$ cat src/hdl/ssl_pkg.sv
// Package for the segment split / longest gap block.
// Holds sizes, payload structs, codes and the control structs shared by
// the cell chain, the gap scanner and the top level.
package ssl_pkg;

   // Sizes
   localparam int CAPACITY    = 1024;
   localparam int POS_BITS    = 32;
   localparam int CNT_BITS    = $clog2(CAPACITY + 1);
   localparam int STATUS_BITS = 2;

   typedef logic [POS_BITS-1:0]    pos_type;
   typedef logic [CNT_BITS-1:0]    count_type;
   typedef logic [STATUS_BITS-1:0] status_type;

   // Line length after reset
   localparam pos_type LINE_RESET = POS_BITS'(65535);

   // Request modes
   localparam logic MODE_INSERT = 1'b0;
   localparam logic MODE_CLEAR  = 1'b1;

   // Response status codes
   localparam status_type STATUS_OK     = 2'd0;
   localparam status_type STATUS_REJECT = 2'd1;
   localparam status_type STATUS_FULL   = 2'd2;

   // Request and response payloads
   typedef struct packed {
      logic    mode;
      pos_type position;
   } req_type;

   typedef struct packed {
      pos_type    longest_gap;
      status_type status;
      count_type  points_stored;
   } rsp_type;

   // Cell chain control
   typedef enum logic [1:0] {
      CELL_HOLD,
      CELL_ROTATE,
      CELL_INSERT
   } cell_op_type;

   typedef struct packed {
      cell_op_type op;
      count_type   count;
      pos_type     pos;
      pos_type     head;
   } cell_ctrl_type;

   // Gap scanner control and result
   typedef struct packed {
      logic    start;
      logic    step;
      pos_type pos;
      pos_type value;
   } scan_ctrl_type;

   typedef struct packed {
      logic    dup;
      pos_type max_keep;
      pos_type max_split;
   } scan_result_type;

   // Top level sequencer
   typedef enum logic [1:0] {
      ST_IDLE,
      ST_SCAN,
      ST_DONE
   } state_type;

endpackage

$ cat src/hdl/ssl_gap_scan.sv
// Gap scanner at the head of the chain: takes one point per cycle, while
// step is set, in ascending order and tracks the largest gap with and
// without the new cut. Depends on ssl_pkg.
module ssl_gap_scan (
   input  logic                    clock,
   input  ssl_pkg::scan_ctrl_type  ctrl,
   output ssl_pkg::scan_result_type result
);

   ssl_pkg::pos_type prev_ff,  prev_in;
   ssl_pkg::pos_type keep_ff,  keep_in;
   ssl_pkg::pos_type split_ff, split_in;
   logic             dup_ff,   dup_in;

   ssl_pkg::pos_type gap_whole;
   ssl_pkg::pos_type gap_lo;
   ssl_pkg::pos_type gap_hi;
   ssl_pkg::pos_type cand_a;
   ssl_pkg::pos_type cand_b;
   ssl_pkg::pos_type split_mid;
   logic             splits;

   // Gap candidates for this step
   always_comb begin
      gap_whole = ctrl.value - prev_ff;
      gap_lo    = ctrl.pos - prev_ff;
      gap_hi    = ctrl.value - ctrl.pos;
      splits    = (prev_ff < ctrl.pos) && (ctrl.pos < ctrl.value);
      cand_a    = splits ? gap_lo : gap_whole;
      cand_b    = splits ? gap_hi : gap_whole;
      split_mid = (split_ff > cand_a) ? split_ff : cand_a;
   end

   // Accumulators
   always_comb begin
      prev_in  = prev_ff;
      keep_in  = keep_ff;
      split_in = split_ff;
      dup_in   = dup_ff;
      if (ctrl.start) begin
         prev_in  = '0;
         keep_in  = '0;
         split_in = '0;
         dup_in   = 1'b0;
      end else if (ctrl.step) begin
         prev_in  = ctrl.value;
         keep_in  = (keep_ff > gap_whole) ? keep_ff : gap_whole;
         split_in = (split_mid > cand_b) ? split_mid : cand_b;
         dup_in   = dup_ff || (ctrl.value == ctrl.pos);
      end
   end

   always_ff @(posedge clock) begin
      prev_ff  <= prev_in;
      keep_ff  <= keep_in;
      split_ff <= split_in;
      dup_ff   <= dup_in;
   end

   // dup, max_keep, max_split
   assign result = {dup_ff, keep_ff, split_ff};

endmodule
$ cat config.mk
export PLATFORM = sky130hd
export DESIGN_NAME = ssl_gap_scan
export DESIGN_NICKNAME = d
export VERILOG_FILES = /design/src/hdl/ssl_pkg.sv /design/src/hdl/ssl_gap_scan.sv
export SDC_FILE = /design/constraint.sdc
export NUM_CORES = 1
export LEC_CHECK = 0
export ABC_AREA = 1
export CAP_MARGIN = 20
export CELL_PAD_IN_SITES_DETAIL_PLACEMENT = 2
export CELL_PAD_IN_SITES_GLOBAL_PLACEMENT = 2
export CORE_AREA = 3 3 317 163
export DETAILED_ROUTE_END_ITERATION = 6
export DIE_AREA = 0 0 320 166
export DONT_BUFFER_PORTS = 1
export PLACE_DENSITY_LB_ADDON = 0.1
export SLEW_MARGIN = 20
export SYNTH_ARGS = -nofsm -noshare
export SYNTH_HDL_FRONTEND = slang
export SYNTH_SLANG_ARGS = --single-unit
$ cat constraint.sdc
create_clock -name clock -period 5.9 [get_ports clock]
set_input_delay 0.885 -clock clock [delete_from_list [all_inputs] [get_ports clock]]
set_output_delay 0.885 -clock clock [all_outputs]
set_load 0.005 [all_outputs]
==> results of run 1 <==
logic make-up after synthesis:
group                    after synthesis
AO/OA/AOI/OAI                        306
flip-flops                            97
adder cells (fa/ha/maj)              194
buffers and inverters                533
AND/OR/NAND/NOR                     1564
XOR/XNOR                              38
per-stage QoR:
stage	hold slack [ns]	TNS [ns]	instance area, um2	setup slack, ns	cells
2_1_floorplan	0.442	0	15200	0.0351	2732
3_3_place_gp	0.475	-19.35	19800	-0.615	3854
3_5_place_dp	0.496	-32.73	19800	-1.06	3854
4_1_cts	0.509	-0.0244	20700	-0.00794	3893
timing repair:
item                                    in CTS
pin swaps                                   26
cloned                                       6
hold buffers                                 0
buffers inserted                            17
gates resized for setup                     98
endpoints found under the setup margin      32
==> out/qor.csv, run 1 <==
stage,metric,value,unit
outcome,status,did not finish,
outcome,lastStage,global routing (5_1_grt),
outcome,run.stop_error,[ERROR DPL-0033] detailed placement checks failed during check placement.,
yosys,yosys_warnings,0,
yosys,synthFlopType,dfxtp_1,
placement,port_buffers,0,
global_route,grt_max_degree,65,
die,die_w,320,um
clock_network,cts_buffers,9,
clock_network,clock_path_buffers,2,
yosys,syn_area,15200,um2
yosys,synth_xor_area_share,2.20,%
yosys,async_reset_ff_share,0,%
yosys,syn-instance-count,2732,
yosys,synth_compound_area_share,10.6,%
yosys,synthMuxAreaShare,0,%
yosys,yosysTopAreaCell,nand2_1,
yosys,ys_seq_area_share,12.8,%
clock_network,clock-sinks,97,
placement,gp_congestion,0.937,
die,dieHeight,166,um
yosys,synth_nets,2993,
yosys,synthAdderAreaFrac,16.2,%
yosys,synth_edf_count,0,
placement,place_hpwl,79400,um
die,rows,57,
die,initial_core_util,31.1,%
clock_network,cts_max_level,3,
yosys,synth.distinct_cells,40,
yosys,yosys-top-cells-count,"nand2_1 (1039), inv_1 (469), a21oi_1 (211)",
clock_network,cts_root_buf,clkbuf_16,
yosys,synthMostInstantiatedCell,nand2_1,
yosys,synth_top_family_by_area,simple AND/OR/NAND/NOR gates,
die,pin_count,132,
yosys,synth_simple_gate_area_share,44.5,%
yosys,ys_seq_elements,97,
timing,worst_endpoint,split_ff[8]$_SDFFE_PP0P_/D,
global_route,antenna_found_initial,8,
timing,worstEpCategory,register input,
yosys,synth_top_area_share,25.7,%
yosys,synth.area.top_cells,"nand2_1 (26%), ha_1 (16%), dfxtp_1 (13%)",
yosys,postSynthAreaPerCell,5.55,um2
==> inputs of run 2 (changes only) <==
--- a/config.mk
+++ b/config.mk
@@ -7,13 +7,11 @@
 export LEC_CHECK = 0
 export ABC_AREA = 1
 export CAP_MARGIN = 20
-export CELL_PAD_IN_SITES_DETAIL_PLACEMENT = 2
-export CELL_PAD_IN_SITES_GLOBAL_PLACEMENT = 2
-export CORE_AREA = 3 3 317 163
+export CORE_AREA = 3 3 199 201
 export DETAILED_ROUTE_END_ITERATION = 6
-export DIE_AREA = 0 0 320 166
+export DIE_AREA = 0 0 202 204
 export DONT_BUFFER_PORTS = 1
-export PLACE_DENSITY_LB_ADDON = 0.1
+export PLACE_DENSITY_LB_ADDON = 0.15
 export SLEW_MARGIN = 20
 export SYNTH_ARGS = -nofsm -noshare
 export SYNTH_HDL_FRONTEND = slang
==> constraint.sdc (replaced) <==
create_clock -name clock -period 7.7 [get_ports clock]
set_input_delay 1.155 -clock clock [delete_from_list [all_inputs] [get_ports clock]]
set_output_delay 1.155 -clock clock [all_outputs]
set_load 0.005 [all_outputs]
==> out/qor.csv, run 2 <==
stage,metric,value,unit,change
yosys,syn-instance-count,2732,,unchanged
yosys,synth_edf_count,0,,unchanged
drt,ant_nets,0,,
setup_path,crit_cells,39,,
setup_path,cp.arrival,7.35,ns,
power,p_int,1.56,mW,
cells_and_area,multi_input_area,11200,um2,
global_route,grt_max_degree,71,,
yosys,yosys-top-cells-count,"nand2_1 (1039), inv_1 (469), a21oi_1 (211)",,unchanged
placement,dp_slack,-0.000918,ns,was -1.06 ns
cells_and_area,regArea,1940,um2,
drt,via_per_inst,5.15,,
drt,drt-wirelength-per-cell,19.5,um,
setup_path,critPathLaunchType,input port,,
cells_and_area,fill_cells,4296,,
yosys,postSynthAreaPerCell,5.55,um2,unchanged
power,sw_frac_of_total,54.9,%,
die,dieHeight,204,um,was 166 um
power,p_leak,9.29,nW,
clock_network,cts_max_level,3,,unchanged
global_route,grt_usage,30.0,%,
yosys,synth_compound_area_share,10.6,%,unchanged
setup_path,rrSetupSlack,1.17,ns,
cells_and_area,design_area,16000,um2,
clock_network,cts_root_buf,clkbuf_16,,unchanged
yosys,synthFlopType,dfxtp_1,,unchanged
cells_and_area,final_common_cell,nand2_1,,
power,power,3.46,mW,
placement,port_buffers,0,,unchanged
timing,rsz0062_at_grt,false,,
power,power_frac_comb,64.3,%,
yosys,yosys_warnings,0,,unchanged
power,p_sw,1.90,mW,
placement,gp_congestion,0.983,,was 0.937
global_route,grt_pass1_vias,15138,,
yosys,synthMuxAreaShare,0,%,unchanged
drt,first_pass_iters,7,,
setup_path,cp_max_fo,32,,
die,core,37800,um2,
timing,fin_skew,0.0192,ns,
yosys,synthMostInstantiatedCell,nand2_1,,unchanged
cells_and_area,most-common-layout-cells,"nand2_1 (1039), inv_1 (468), a21oi_1 (210)",,
setup_path,path_class,input port to flop,,
yosys,synth_simple_gate_area_share,44.5,%,unchanged
global_route,grt_pass1_wl,93600,um,
clock_network,clock-sinks,97,,unchanged
die,rows,71,,was 57
setup_path,startpoint,ctrl[0],,
timing,period_needed,7.03,ns,
clock_network,cts_buffers,9,,unchanged
yosys,synth.area.top_cells,"nand2_1 (26%), ha_1 (16%), dfxtp_1 (13%)",,unchanged
placement,place_hpwl,54400,um,was 79400 um
timing,maxSlewHeadroom,44.4,%,
setup_path,cp.required,8.03,ns,
power,p_seq_share,20.8,%,
setup_path,critPathTopFamily,simple AND/OR/NAND/NOR gates,,
timing,fin_ws,0.674,ns,
timing,maxSlewViolCount,0,,
yosys,ys_seq_elements,97,,unchanged
yosys,yosysTopAreaCell,nand2_1,,unchanged
outcome,status,"finished, final reports clean",,was did not finish
run,cap_violations,0,,
die,initial_core_util,40.1,%,was 31.1%
yosys,synth_top_area_share,25.7,%,unchanged
yosys,synth_xor_area_share,2.20,%,unchanged
timing,setup_viol_count_final,0,,
setup_path,reg2reg_to,split_ff[29]$_SDFFE_PP0P_,,
clock_network,clock_path_buffers,2,,unchanged
clock_network,clock_latency,0.40,ns,
cells_and_area,nets,2968,,
setup_path,cp-endpoint,split_ff[29]$_SDFFE_PP0P_,,
timing,max_freq,142,MHz,
drt,drt_iter0_markers,1351,,
setup_path,max_stage_delay,0.50,ns,
yosys,synth_top_family_by_area,simple AND/OR/NAND/NOR gates,,unchanged
die,pin_count,132,,unchanged
worst_hold_path,hold_class,flop to flop,,
clock_network,clkTransAtPathRegs,0.08,ns,
drt,num_vias,16588,,
power,ir_drop,0.115,mV,
yosys,synth_nets,2993,,unchanged
die,die_w,202,um,was 320 um
setup_path,cp.buffers_inverters,5,,
cells_and_area,layout-drive-gt1-share,5.46,%,
yosys,async_reset_ff_share,0,%,unchanged
global_route,antenna_found_initial,0,,
drt,routed_wl,63000,um,
timing,setup_tns,0,ns,
drt,route.detailed.drc,0,,
setup_path,end_kind,flop,,
timing,hold_viol,0,,
cells_and_area,reg_top3,"keep_ff: 32 flops, prev_ff: 32 flops, split_ff: 32 flops",,
setup_path,reg2reg_depth,34,,
cells_and_area,diodes,0,,
setup_path,slowest_stage,clkinvlp_4,,
yosys,synth.distinct_cells,40,,unchanged
yosys,synthAdderAreaFrac,16.2,%,unchanged
timing,fin_crit_sh,91.3,%,
power,clock_power_share,15.0,%,
clock_network,cts_tree,yes,,
placement,post_dp_cell_area,15700,um2,was 19800 um2
power,power_density,216,nW/um2,
cells_and_area,area_delta_synth_final,5.65,%,
setup_path,cpMostUsedCell,nand2_1,,
global_route,grt.overflow.total,0,,
clock_network,cts_hold_buf,0,,unchanged
setup_path,r2r-start,prev_ff[0]$_SDFFE_PP0P_,,
timing,worstMarginPinSlew,0.832,ns,
yosys,ys_seq_area_share,12.8,%,unchanged
yosys,syn_area,15200,um2,unchanged
die,design.die.area,41200,um2,
[run 2: cell counts after synthesis]
No cell type changed its count.
[run 2: worst min-delay path by stage]
stage	start	endpoint	slack (ns)	depth (start not counted)
4_1_cts	prev_ff[26]$_SDFFE_PP0P_	prev_ff[26]$_SDFFE_PP0P_	0.50	2
3_5_place_dp	prev_ff[26]$_SDFFE_PP0P_	prev_ff[26]$_SDFFE_PP0P_	0.49	2
3_3_place_gp	prev_ff[26]$_SDFFE_PP0P_	prev_ff[26]$_SDFFE_PP0P_	0.48	2
6_report	prev_ff[26]$_SDFFE_PP0P_	prev_ff[26]$_SDFFE_PP0P_	0.51	2
5_1_grt	prev_ff[26]$_SDFFE_PP0P_	prev_ff[26]$_SDFFE_PP0P_	0.53	2
2_1_floorplan	dup_ff$_SDFFE_PP0P_	dup_ff$_SDFFE_PP0P_	0.44	1
[run 2: repair_timing]
action / 4_1_cts / 5_1_grt
resized for setup: 0 / 2
buffers inserted: 0 / 0
setup endpoints to repair: 0 / 32
[run 2: worst reg2reg max path, delay by kind of cell, from the launching register on]
family                     cells  cell delay [ns]
buffers and inverters          4             1.07
AOI/OAI and AO/OA              1             0.12
DFF                            1             0.34
adders and majority gates      4             1.09
and+or+nand+nor               25             3.83
[run 2: cell type report]
cell class | instances | area share [%]
clock buffer | 9 | 1.41
clock inverter | 7 | 0.524
inverter | 476 | 11.2
multi-input combinational | 2102 | 69.7
sequential | 97 | 12.1
tap | 511 | 3.99
timing repair buffer | 21 | 1.06
[run 2: power by group through the flow]
| stage | registers, mW | clock network [mW] | logic (mW) |
|---|---|---|---|
| final | 0.719 | 0.518 | 2.22 |
| after global routing | 0.731 | 0.544 | 2.51 |
| after CTS | 0.720 | 0.529 | 2.19 |
| after detailed placement | 0.732 | 0 | 2.19 |
| after global placement | 0.731 | 0 | 2.16 |
| after floorplan | 0.679 | 0 | 1.59 |
[run 2: cells by family after synthesis]
kind of cell	count (synthesis)
and+or+nand+nor	1564
AOI/OAI and AO/OA	306
xor gates and xnor gates	38
buffers and inverters	533
adders and majority gates	194
DFF	97
[run 2: through the flow]
stage,hold slack (ns),cells,util [%]
detailed placement,0.490,3207,41.6
CTS,0.501,3223,42.4
global route,0.529,3223,42.4
global placement,0.478,3207,41.6
finish,0.506,3223,42.4
floorplan,0.442,2732,-
[run 2: layer usage]
layer  GRT usage [%]  routed length [um]  up-vias
met4            7.65                1470        0
li1                -                   -     8527
met5               0                   0        -
met3            3.58                3800       62
met2            48.6               27800      498
met1            42.5               30000     7501
No activity file was read; power rests on OpenSTA's default activity.
