<file path="config.mk">
export PLATFORM = sky130hd
export DESIGN_NAME = ssl_cell
export DESIGN_NICKNAME = d
export VERILOG_FILES = /design/src/hdl/ssl_pkg.sv /design/src/hdl/ssl_cell.sv
export SDC_FILE = /design/constraint.sdc
export NUM_CORES = 1
export LEC_CHECK = 0
export ABC_AREA = 1
export BUFFER_PORTS_ARGS = -buffer_cell sky130_fd_sc_hd__buf_2
export CAP_MARGIN = 20
export CORE_ASPECT_RATIO = 1.25
export CORE_MARGIN = 1.5
export CORE_UTILIZATION = 48
export CTS_CLUSTER_DIAMETER = 150
export DETAILED_ROUTE_END_ITERATION = 6
export PLACE_DENSITY = 0.83
export REMOVE_ABC_BUFFERS = 1
export SLEW_MARGIN = 10
export SYNTH_ARGS = -nofsm -noshare
export SYNTH_HDL_FRONTEND = slang
export SYNTH_SLANG_ARGS = --single-unit
</file>
<file path="constraint.sdc">
create_clock -name clock -period 3.2 [get_ports clock]
set_input_delay 0.32 -clock clock [delete_from_list [all_inputs] [get_ports clock]]
set_output_delay 0.32 -clock clock [all_outputs]
set_load 0.01 [all_outputs]
</file>
<file path="src/hdl/ssl_pkg.sv">
// Package for the segment split / longest gap block.
// Holds sizes, payload structs, codes and the control structs shared by
// the cell chain, the gap scanner and the top level.
package ssl_pkg;

   // Sizes
   localparam int CAPACITY    = 1024;
   localparam int POS_BITS    = 32;
   localparam int CNT_BITS    = $clog2(CAPACITY + 1);
   localparam int STATUS_BITS = 2;

   typedef logic [POS_BITS-1:0]    pos_type;
   typedef logic [CNT_BITS-1:0]    count_type;
   typedef logic [STATUS_BITS-1:0] status_type;

   // Line length after reset
   localparam pos_type LINE_RESET = POS_BITS'(65535);

   // Request modes
   localparam logic MODE_INSERT = 1'b0;
   localparam logic MODE_CLEAR  = 1'b1;

   // Response status codes
   localparam status_type STATUS_OK     = 2'd0;
   localparam status_type STATUS_REJECT = 2'd1;
   localparam status_type STATUS_FULL   = 2'd2;

   // Request and response payloads
   typedef struct packed {
      logic    mode;
      pos_type position;
   } req_type;

   typedef struct packed {
      pos_type    longest_gap;
      status_type status;
      count_type  points_stored;
   } rsp_type;

   // Cell chain control
   typedef enum logic [1:0] {
      CELL_HOLD,
      CELL_ROTATE,
      CELL_INSERT
   } cell_op_type;

   typedef struct packed {
      cell_op_type op;
      count_type   count;
      pos_type     pos;
      pos_type     head;
   } cell_ctrl_type;

   // Gap scanner control and result
   typedef struct packed {
      logic    start;
      logic    step;
      pos_type pos;
      pos_type value;
   } scan_ctrl_type;

   typedef struct packed {
      logic    dup;
      pos_type max_keep;
      pos_type max_split;
   } scan_result_type;

   // Top level sequencer
   typedef enum logic [1:0] {
      ST_IDLE,
      ST_SCAN,
      ST_DONE
   } state_type;

endpackage

</file>
<file path="src/hdl/ssl_cell.sv">
// One cell of the sorted cut point chain: holds one point.
// Rotates toward cell 0 during a scan, shifts right on insert.
// Depends on ssl_pkg.
module ssl_cell (
   input  logic                  clock,
   input  ssl_pkg::count_type    cell_index,
   input  ssl_pkg::cell_ctrl_type ctrl,
   input  ssl_pkg::pos_type      left_value,
   input  logic                  left_greater,
   input  ssl_pkg::pos_type      right_value,
   output ssl_pkg::pos_type      value,
   output logic                  greater
);

   ssl_pkg::pos_type value_ff;
   ssl_pkg::pos_type value_in;
   logic             valid;

   // Point is live below the fill count; compare against the new position
   always_comb begin
      valid   = cell_index < ctrl.count;
      greater = valid && (value_ff > ctrl.pos);
   end

   // Next value
   always_comb begin
      value_in = value_ff;
      case (ctrl.op)
         ssl_pkg::CELL_HOLD: begin
            value_in = value_ff;
         end
         ssl_pkg::CELL_ROTATE: begin
            // last live cell wraps around to the head
            if (cell_index == ssl_pkg::count_type'(ctrl.count - 1'b1)) begin
               value_in = ctrl.head;
            end else begin
               value_in = right_value;
            end
         end
         ssl_pkg::CELL_INSERT: begin
            if (greater || (cell_index == ctrl.count)) begin
               value_in = left_greater ? left_value : ctrl.pos;
            end
         end
         default: begin
            value_in = value_ff;
         end
      endcase
   end

   always_ff @(posedge clock) begin
      value_ff <= value_in;
   end

   assign value = value_ff;

endmodule

</file>
After elaboration in Yosys (flattened, before gate mapping). Index checks and enable logic that the tools add are counted.

Register bits after elaboration: 32. Latch bits: 0. Bits in writable memories: 0. Memory bits (read-only): 0. Input bits: 154. Output and inout bits: 33. Word-level logic and storage cells: 17. Memories kept: 0.

Add/subtract/negate cells: 1. Multipliers: 0. Div/mod/pow operators: 0. $lt $le $gt $ge: 2. Equal/unequal tests: 5. Shifts and indexed selects: 0. Muxes and demuxes: 4. Bitwise gates (word level): 0. Reductions and logical operators: 4.

Operator list (count): $mux 32 (3); $pmux 32 s2 (1); $gt 32x32->1 (1); $eq 11x11->1 (2); $lt 11x11->1 (1); $sub 11x1->11 const B (1); $eq 2x1->1 const B (1); $eq 2x2->1 const B (1); $ne 2x2->1 const B (1); $reduce_and 2->1 (1); $reduce_bool 2->1 (1); $logic_and 1x1->1 (1); $logic_or 1x1->1 (1).

Logic depth before layout (Yosys ltp). Gate-level depths: netlist (run 1).

Word-level depth: 5. Gate-level depth with buffers: 16. Depth with buffers taken out: 16.

Worst setup path after synthesis (run 1). No wires, ideal clock.

Path kind: register to register. From: register value_ff[31] (netlist: value[31]). To: register value_ff[0] (netlist: value[0]), enable pin. Arrival time: 2.137 ns. Required time: 2.811 ns. Path slack: 0.674 ns. Cell stages (with the launch flop): 13. Clock period less this slack: 2.526 ns. Cell sequence: edfxtp_1 > ha_1 > nand2_1 > nor2_1 > and2_1 > nand4_1 > inv_1 > nand2_1 > nand2_1 > nand2_1 > nand2_1 > nand2_1 > nand2_1.

Cells in the longest elaborated chain, start to end: 5.

Ends and longest elaborated chain: start, declared (line ssl_cell.sv:15) `ssl_pkg::pos_type value_ff;`; start signal, assigned (line ssl_cell.sv:52) `value_ff <= value_in;`; $gt 32x32->1 (line ssl_cell.sv:22) `greater = valid && (value_ff > ctrl.pos);`; $logic_and 1x1->1 (line ssl_cell.sv:22); $logic_or 1x1->1 (line ssl_cell.sv:41) `if (greater || (cell_index == ctrl.count)) begin`; $ne 2x2->1 (no source line); $reduce_and 2->1 (no source line).

No other way between the ends. A chain may end at the register's enable or synchronous reset.

Worst setup path in the final report (run 1).
From: register value_ff[31] (netlist: value[31]). To: register value_ff[15] (netlist: value[15]), enable pin.

The elaborated chain is that of the path after synthesis.

==> results of run 1 <==
## tightest hold or removal path: stages
cell and delay [ns]:
buf_2 0.08, o21ai_0 0.06, nand2_1 0.06
## kinds of logic (layout without fill, tap and decap cells)
kind of cell / after synthesis / count (layout) / share of synthesized area (%)
XOR/XNOR: 3 / 3 / 0.6782
AO/OA/AOI/OAI: 96 / 96 / 12.79
flip-flops: 32 / 32 / 24.80
AND/OR/NAND/NOR: 262 / 262 / 31.16
buffers and inverters: 160 / 336 / 16.37
adder cells (fa/ha/maj): 44 / 44 / 14.21
## synthesized netlist by cell type, drive strengths merged
cell and number:
edfxtp 32, nor2 38, clkbuf 8, a211oi 1, nand4 35, xor2 2, and2 1, nor3 1
buf 16, nand3b 2, xnor2 1, o21ai 39, inv 135, o21a 3, ha 44, o211ai 1
nand3 49, a21oi 51, nand2 136, o21bai 1, clkinv 1
## power by group
part           internal (mW)  switching, mW  total (mW)
Clock                  0.151          0.147       0.299
Combinational          0.206          0.291       0.496
Sequential             0.504         0.0172       0.521
## cells in the final DEF (no fill, tap or decap), types with 2 or more instances in the layout
cell      instances
edfxtp_1         32
nor2_2            2
clkinv_1          2
inv_2             4
buf_2           186
o21a_1            3
clkbuf_1          2
nand4_1          35
buf_4             5
a21oi_1          51
nor2_4            3
nor2_1           32
clkbuf_8          5
nand3b_1          2
o21ai_0          38
inv_1           131
xor2_1            2
ha_1             44
nand2_1         135
nand3_1          47
## final timing paths
| check | start | to | slack, ns | cells past startpoint |
|---|---|---|---|---|
| max reg2reg | value[31]$_DFFE_PP_ | value[15]$_DFFE_PP_ | 0.75 | 13 |
| max | value[31]$_DFFE_PP_ | value[15]$_DFFE_PP_ | 0.75 | 13 |
| min | left_value[21] | value[21]$_DFFE_PP_ | 0.34 | 3 |
| min reg2reg | value[16]$_DFFE_PP_ | value[28]$_DFFE_PP_ | 1.59 | 9 |
## per-stage QoR
| stage | setup slack [ns] | utilization [%] | cells |
|---|---|---|---|
| floorplan | 0.6736 | - | 573 |
| global placement | 0.6766 | 62.35 | 860 |
| detailed placement | 0.6390 | 62.35 | 860 |
| CTS | 0.7560 | 63.38 | 868 |
| global route | 0.5269 | 63.38 | 868 |
| finish | 0.7472 | 63.38 | 868 |
## routing by layer
layer | wire length [microns] | vias to the layer above
li1 | - | 2284
met1 | 4547 | 2000
met4 | 235 | 0
met2 | 5826 | 221
met5 | 0 | -
met3 | 1016 | 20
## layout make-up
class	count	area [sq um]
Fill cell	743	2854
Multi-Input combinational cell	405	2280
Timing Repair Buffer	192	988.4
Sequential cell	32	960.9
Inverter	136	510.5
Tap cell	95	118.9
Clock buffer	7	76.32
Clock inverter	1	3.754
==> results.cfg, run 1 <==
[timing]
fin_crit_sh_pct = 76.65
fin_hold_ws_ns = 0.3369
min_period_ns = 2.453
rsz0062_at_grt = no
setup_viol = 0
clock_skew_ns = 0.004457
hold_violations = 0
drv_slew = 0
finalSetupTns_ns = 0
fmax_mhz = 407.7
worst_pin_slew_ns = 1.010
max_slew_margin_pct = 32.57

[pwr]
max-vdd-ir-drop_mv = 0.1388
p_leak_nw = 2.959
power_mw = 1.316
power_density_mw_per_mm2 = 266.5

[cts]
cts_hold_buf = 0
cts_htree_levels = 2
cts_resized = 0
cts.sinks = 32
cts_buffers = 5
cts_root_buf = clkbuf_8
cts_setup_buffers = 0
cts.clk_slew.worst_paths_ns = 0.07
cts_buffer_depth = 2
cts_tree = built
insertion_delay_ns = 0.28

[logic_synthesis]
ys_ff_latch = 32
synth_area_per_cell_sq_um = 6.491
post-synth-top-area-cell = edfxtp_1
syn_inst = 597
synth_area_sq_mm = 0.003875
synth_top_area_share_pct = 24.80
ys_seq_area_share_pct = 24.80
synthTopCellsByArea = edfxtp_1 25%, ha_1 14%, nand2_1 13%
ys_types = 31
yosysWarnings = 0

[setup_path]
path_cells = ha_1, nand2_1, nor2_1, and2_1, inv_1, a21oi_1, nor2_1, nand2_1, nand2_1, nand2_1, nand2_1, nand2_1, buf_4
required_ns = 3.14
crit_family = simple AND/OR/NAND/NOR gates
max_stage_delay_ns = 0.40
path_class = reg -> reg
path_buf_inv = 2
slowest_stage = edfxtp_1
critPathMaxFanout = 32
cp-start-kind = register
critPathArrivalTime_ns = 2.39
cp-end-kind = register
crit_top_cell = nand2_1

[route]
drc = 0
wl_per_cell_microns = 13.39
firstDrtPassIters = 5
num_vias = 4525
drtIter0Drc = 243
drt_wl_total_microns = 11630
drtAntennaViolNets = 0
avgViaCountPerCell = 5.213

[global_routing]
grt_use_met3_pct = 3.413
grt_usage_pct = 26.46
grtUsageMet2_pct = 48.91
grt_util_met1_pct = 32.30
overflow = 0
grt_pass1_vias = 4278
antenna_found_initial = 0
grt_first_pass_wirelength_microns = 18690
busiest_layer = met2
grt_max_degree = 62

[layout]
nNetsFinal = 970
areaGrowthSynthToFinish_pct = 27.45
final_area_sq_mm = 0.004938
antennaDiodeCount = 0
largest_register_ffs = 32
drive_above_1_share_pct = 27.17

[floorplanning]
die_area_sq_mm = 0.008625
rows = 36
die_x_microns = 83.37
ioPinCount = 187
core_area_sq_mm = 0.007792
start_util_pct = 49.73
die_y_microns = 103.5

[placement]
hpwlAfterDp_microns = 9174
place_area_sq_mm = 0.004858
place.gp.congestion = 0.8997
portBuffers = 186

[hold_path]
hold_path_class = in -> reg

[flow_run]
cap_viol_max_count = 0

[run_status]
status = complete, no violations
(Power assumes the default switching activity.)
==> run 2, diff against run 1 <==
Clock period 3.2 ns to 2.5 ns, I/O delays scaled along.
==> run 2 against run 1 <==
  * Cell count rose by 0.46%
  * Total power is 31% higher
  * Non-clock buffer count up 4
==> results.cfg, run 2 (synthesis results as in run 1) <==
[run_status]
status = complete, no violations

[route]
wl_per_cell_microns = 13.79
drtIter0Drc = 355
drt_wl_total_microns = 12020
firstDrtPassIters = 6
drtAntennaViolNets = 0
drc = 0
avgViaCountPerCell = 5.354
num_vias = 4669

[pwr]
p_seq_share_pct = 38.8
switching_power_mw = 0.6132
internal_power_mw = 1.105
power_mw = 1.718
p_leak_nw = 2.985
max-vdd-ir-drop_mv = 0.3014
clock_power_share_pct = 23.2
netSwitchingFraction_pct = 35.69
comb_power_share_pct = 37.9
power_density_mw_per_mm2 = 345.6

[setup_path]
slowest_stage = edfxtp_1
critPathArrivalTime_ns = 2.27
path_buf_inv = 2
cp.depth = 13
cp-end-kind = register
critPathMaxFanout = 32
cp-start-kind = register
required_ns = 2.49
r2r_cells = 13
path_cells = ha_1, nand2_1, nor2_1, and2_1, nand4_1, inv_1, nand2_1, nand2_1, nand2_1, nand2_1, nand2_1, nand2_1, buf_12
max_stage_delay_ns = 0.43
path_class = reg -> reg
crit_family = simple AND/OR/NAND/NOR gates
crit_top_cell = nand2_1

[placement]
place.gp.congestion = 0.8945
hpwlAfterDp_microns = 9426
dp_slack_ns = 0.1534
place_area_sq_mm = 0.004888
portBuffers = 186

[layout]
antennaDiodeCount = 0
largest_register_ffs = 32
final_area_sq_mm = 0.004971
final_common_cell = buf_2
final_cell_mix = 186 x buf_2, 135 x nand2_1, 131 x inv_1, 51 x a21oi_1, 47 x nand3_1
areaGrowthSynthToFinish_pct = 28.29
drive_above_1_share_pct = 27.80
nNetsFinal = 974

[timing]
hold_violations = 0
fin_crit_sh_pct = 91.30
drv_slew = 0
setup_ws_ns = 0.2176
fin_hold_ws_ns = 0.2487
fmax_mhz = 438.1
worst_pin_slew_ns = 0.6082
min_period_ns = 2.282
finalSetupTns_ns = 0
setup_viol = 0
max_slew_margin_pct = 59.39
rsz0062_at_grt = no
clock_skew_ns = 0.003193

[floorplanning]
start_util_pct = 49.73
die_x_microns = 83.37
die_y_microns = 103.5
core_area_sq_mm = 0.007792
die_area_sq_mm = 0.008625
rows = 36
ioPinCount = 187

[global_routing]
grt_first_pass_wirelength_microns = 18950
grt_usage_pct = 27.36
antenna_found_initial = 0
grt_pass1_vias = 4335
overflow = 0
grt_max_degree = 64

[cts]
cts.sinks = 32
cts.clk_slew.worst_paths_ns = 0.07
cts_setup_buffers = 0
cts_buffers = 5
cts_htree_levels = 2
insertion_delay_ns = 0.29
cts_resized = 0
cts_hold_buf = 0
cts_tree = built
cts_buffer_depth = 2
cts_root_buf = clkbuf_8

[hold_path]
whs_path_depth = 3
hold_path_class = in -> reg

[flow_run]
cap_viol_max_count = 0
[run 2: cell types whose count changed in the layout (fill, tap and decap cells not counted), sizes merged]
cell / change
clkbuf: -2
buf: +4
clkinv: +2
[run 2: final timing paths]
| path | startpoint | to | slack [ns] |
|---|---|---|---|
| setup reg to reg | value[29]$_DFFE_PP_ | value[2]$_DFFE_PP_ | 0.22 |
| hold / removal | left_value[21] | value[21]$_DFFE_PP_ | 0.25 |
| setup / recovery | value[29]$_DFFE_PP_ | value[2]$_DFFE_PP_ | 0.22 |
| hold reg to reg | value[31]$_DFFE_PP_ | value[28]$_DFFE_PP_ | 1.48 |
[run 2: area by class of cell]
cell class                      instances  area, sq um
Multi-Input combinational cell        405         2280
Fill cell                             700         2821
Tap cell                               95        118.9
Clock buffer                            5        68.82
Sequential cell                        32        960.9
Inverter                              136        510.5
Timing Repair Buffer                  196         1018
Clock inverter                          3        13.76
[run 2: per-stage QoR]
stage	std cells	utilization, %
after floorplan	573	-
after global placement	864	62.73
after detailed placement	864	62.73
after CTS	872	63.79
after global routing	872	63.79
final	872	63.79
[run 2: power by group through the flow]
stage / Sequential, mW / Combinational (mW) / Clock, mW
after global placement: 0.676 / 0.621 / 0
final: 0.667 / 0.652 / 0.399
after CTS: 0.666 / 0.645 / 0.405
after global routing: 0.671 / 0.735 / 0.425
after floorplan: 0.694 / 0.336 / 0
after detailed placement: 0.678 / 0.642 / 0
[run 2: worst reg2reg max path, delay by kind of cell, from the launching register on]
family / cells / cell delay [ns]
fa+ha+maj: 1 / 0.33
buf+inv: 2 / 0.30
flops: 1 / 0.43
simple gates: 10 / 0.90
[run 2: per-layer routing]
layer	global-route usage, %	part of all wire (%)	vias to the layer above
met2	51.47	51	253
met3	5.238	9.7	23
met1	31.06	37	2099
li1	-	-	2294
met5	0	0	-
met4	10.26	2.3	0
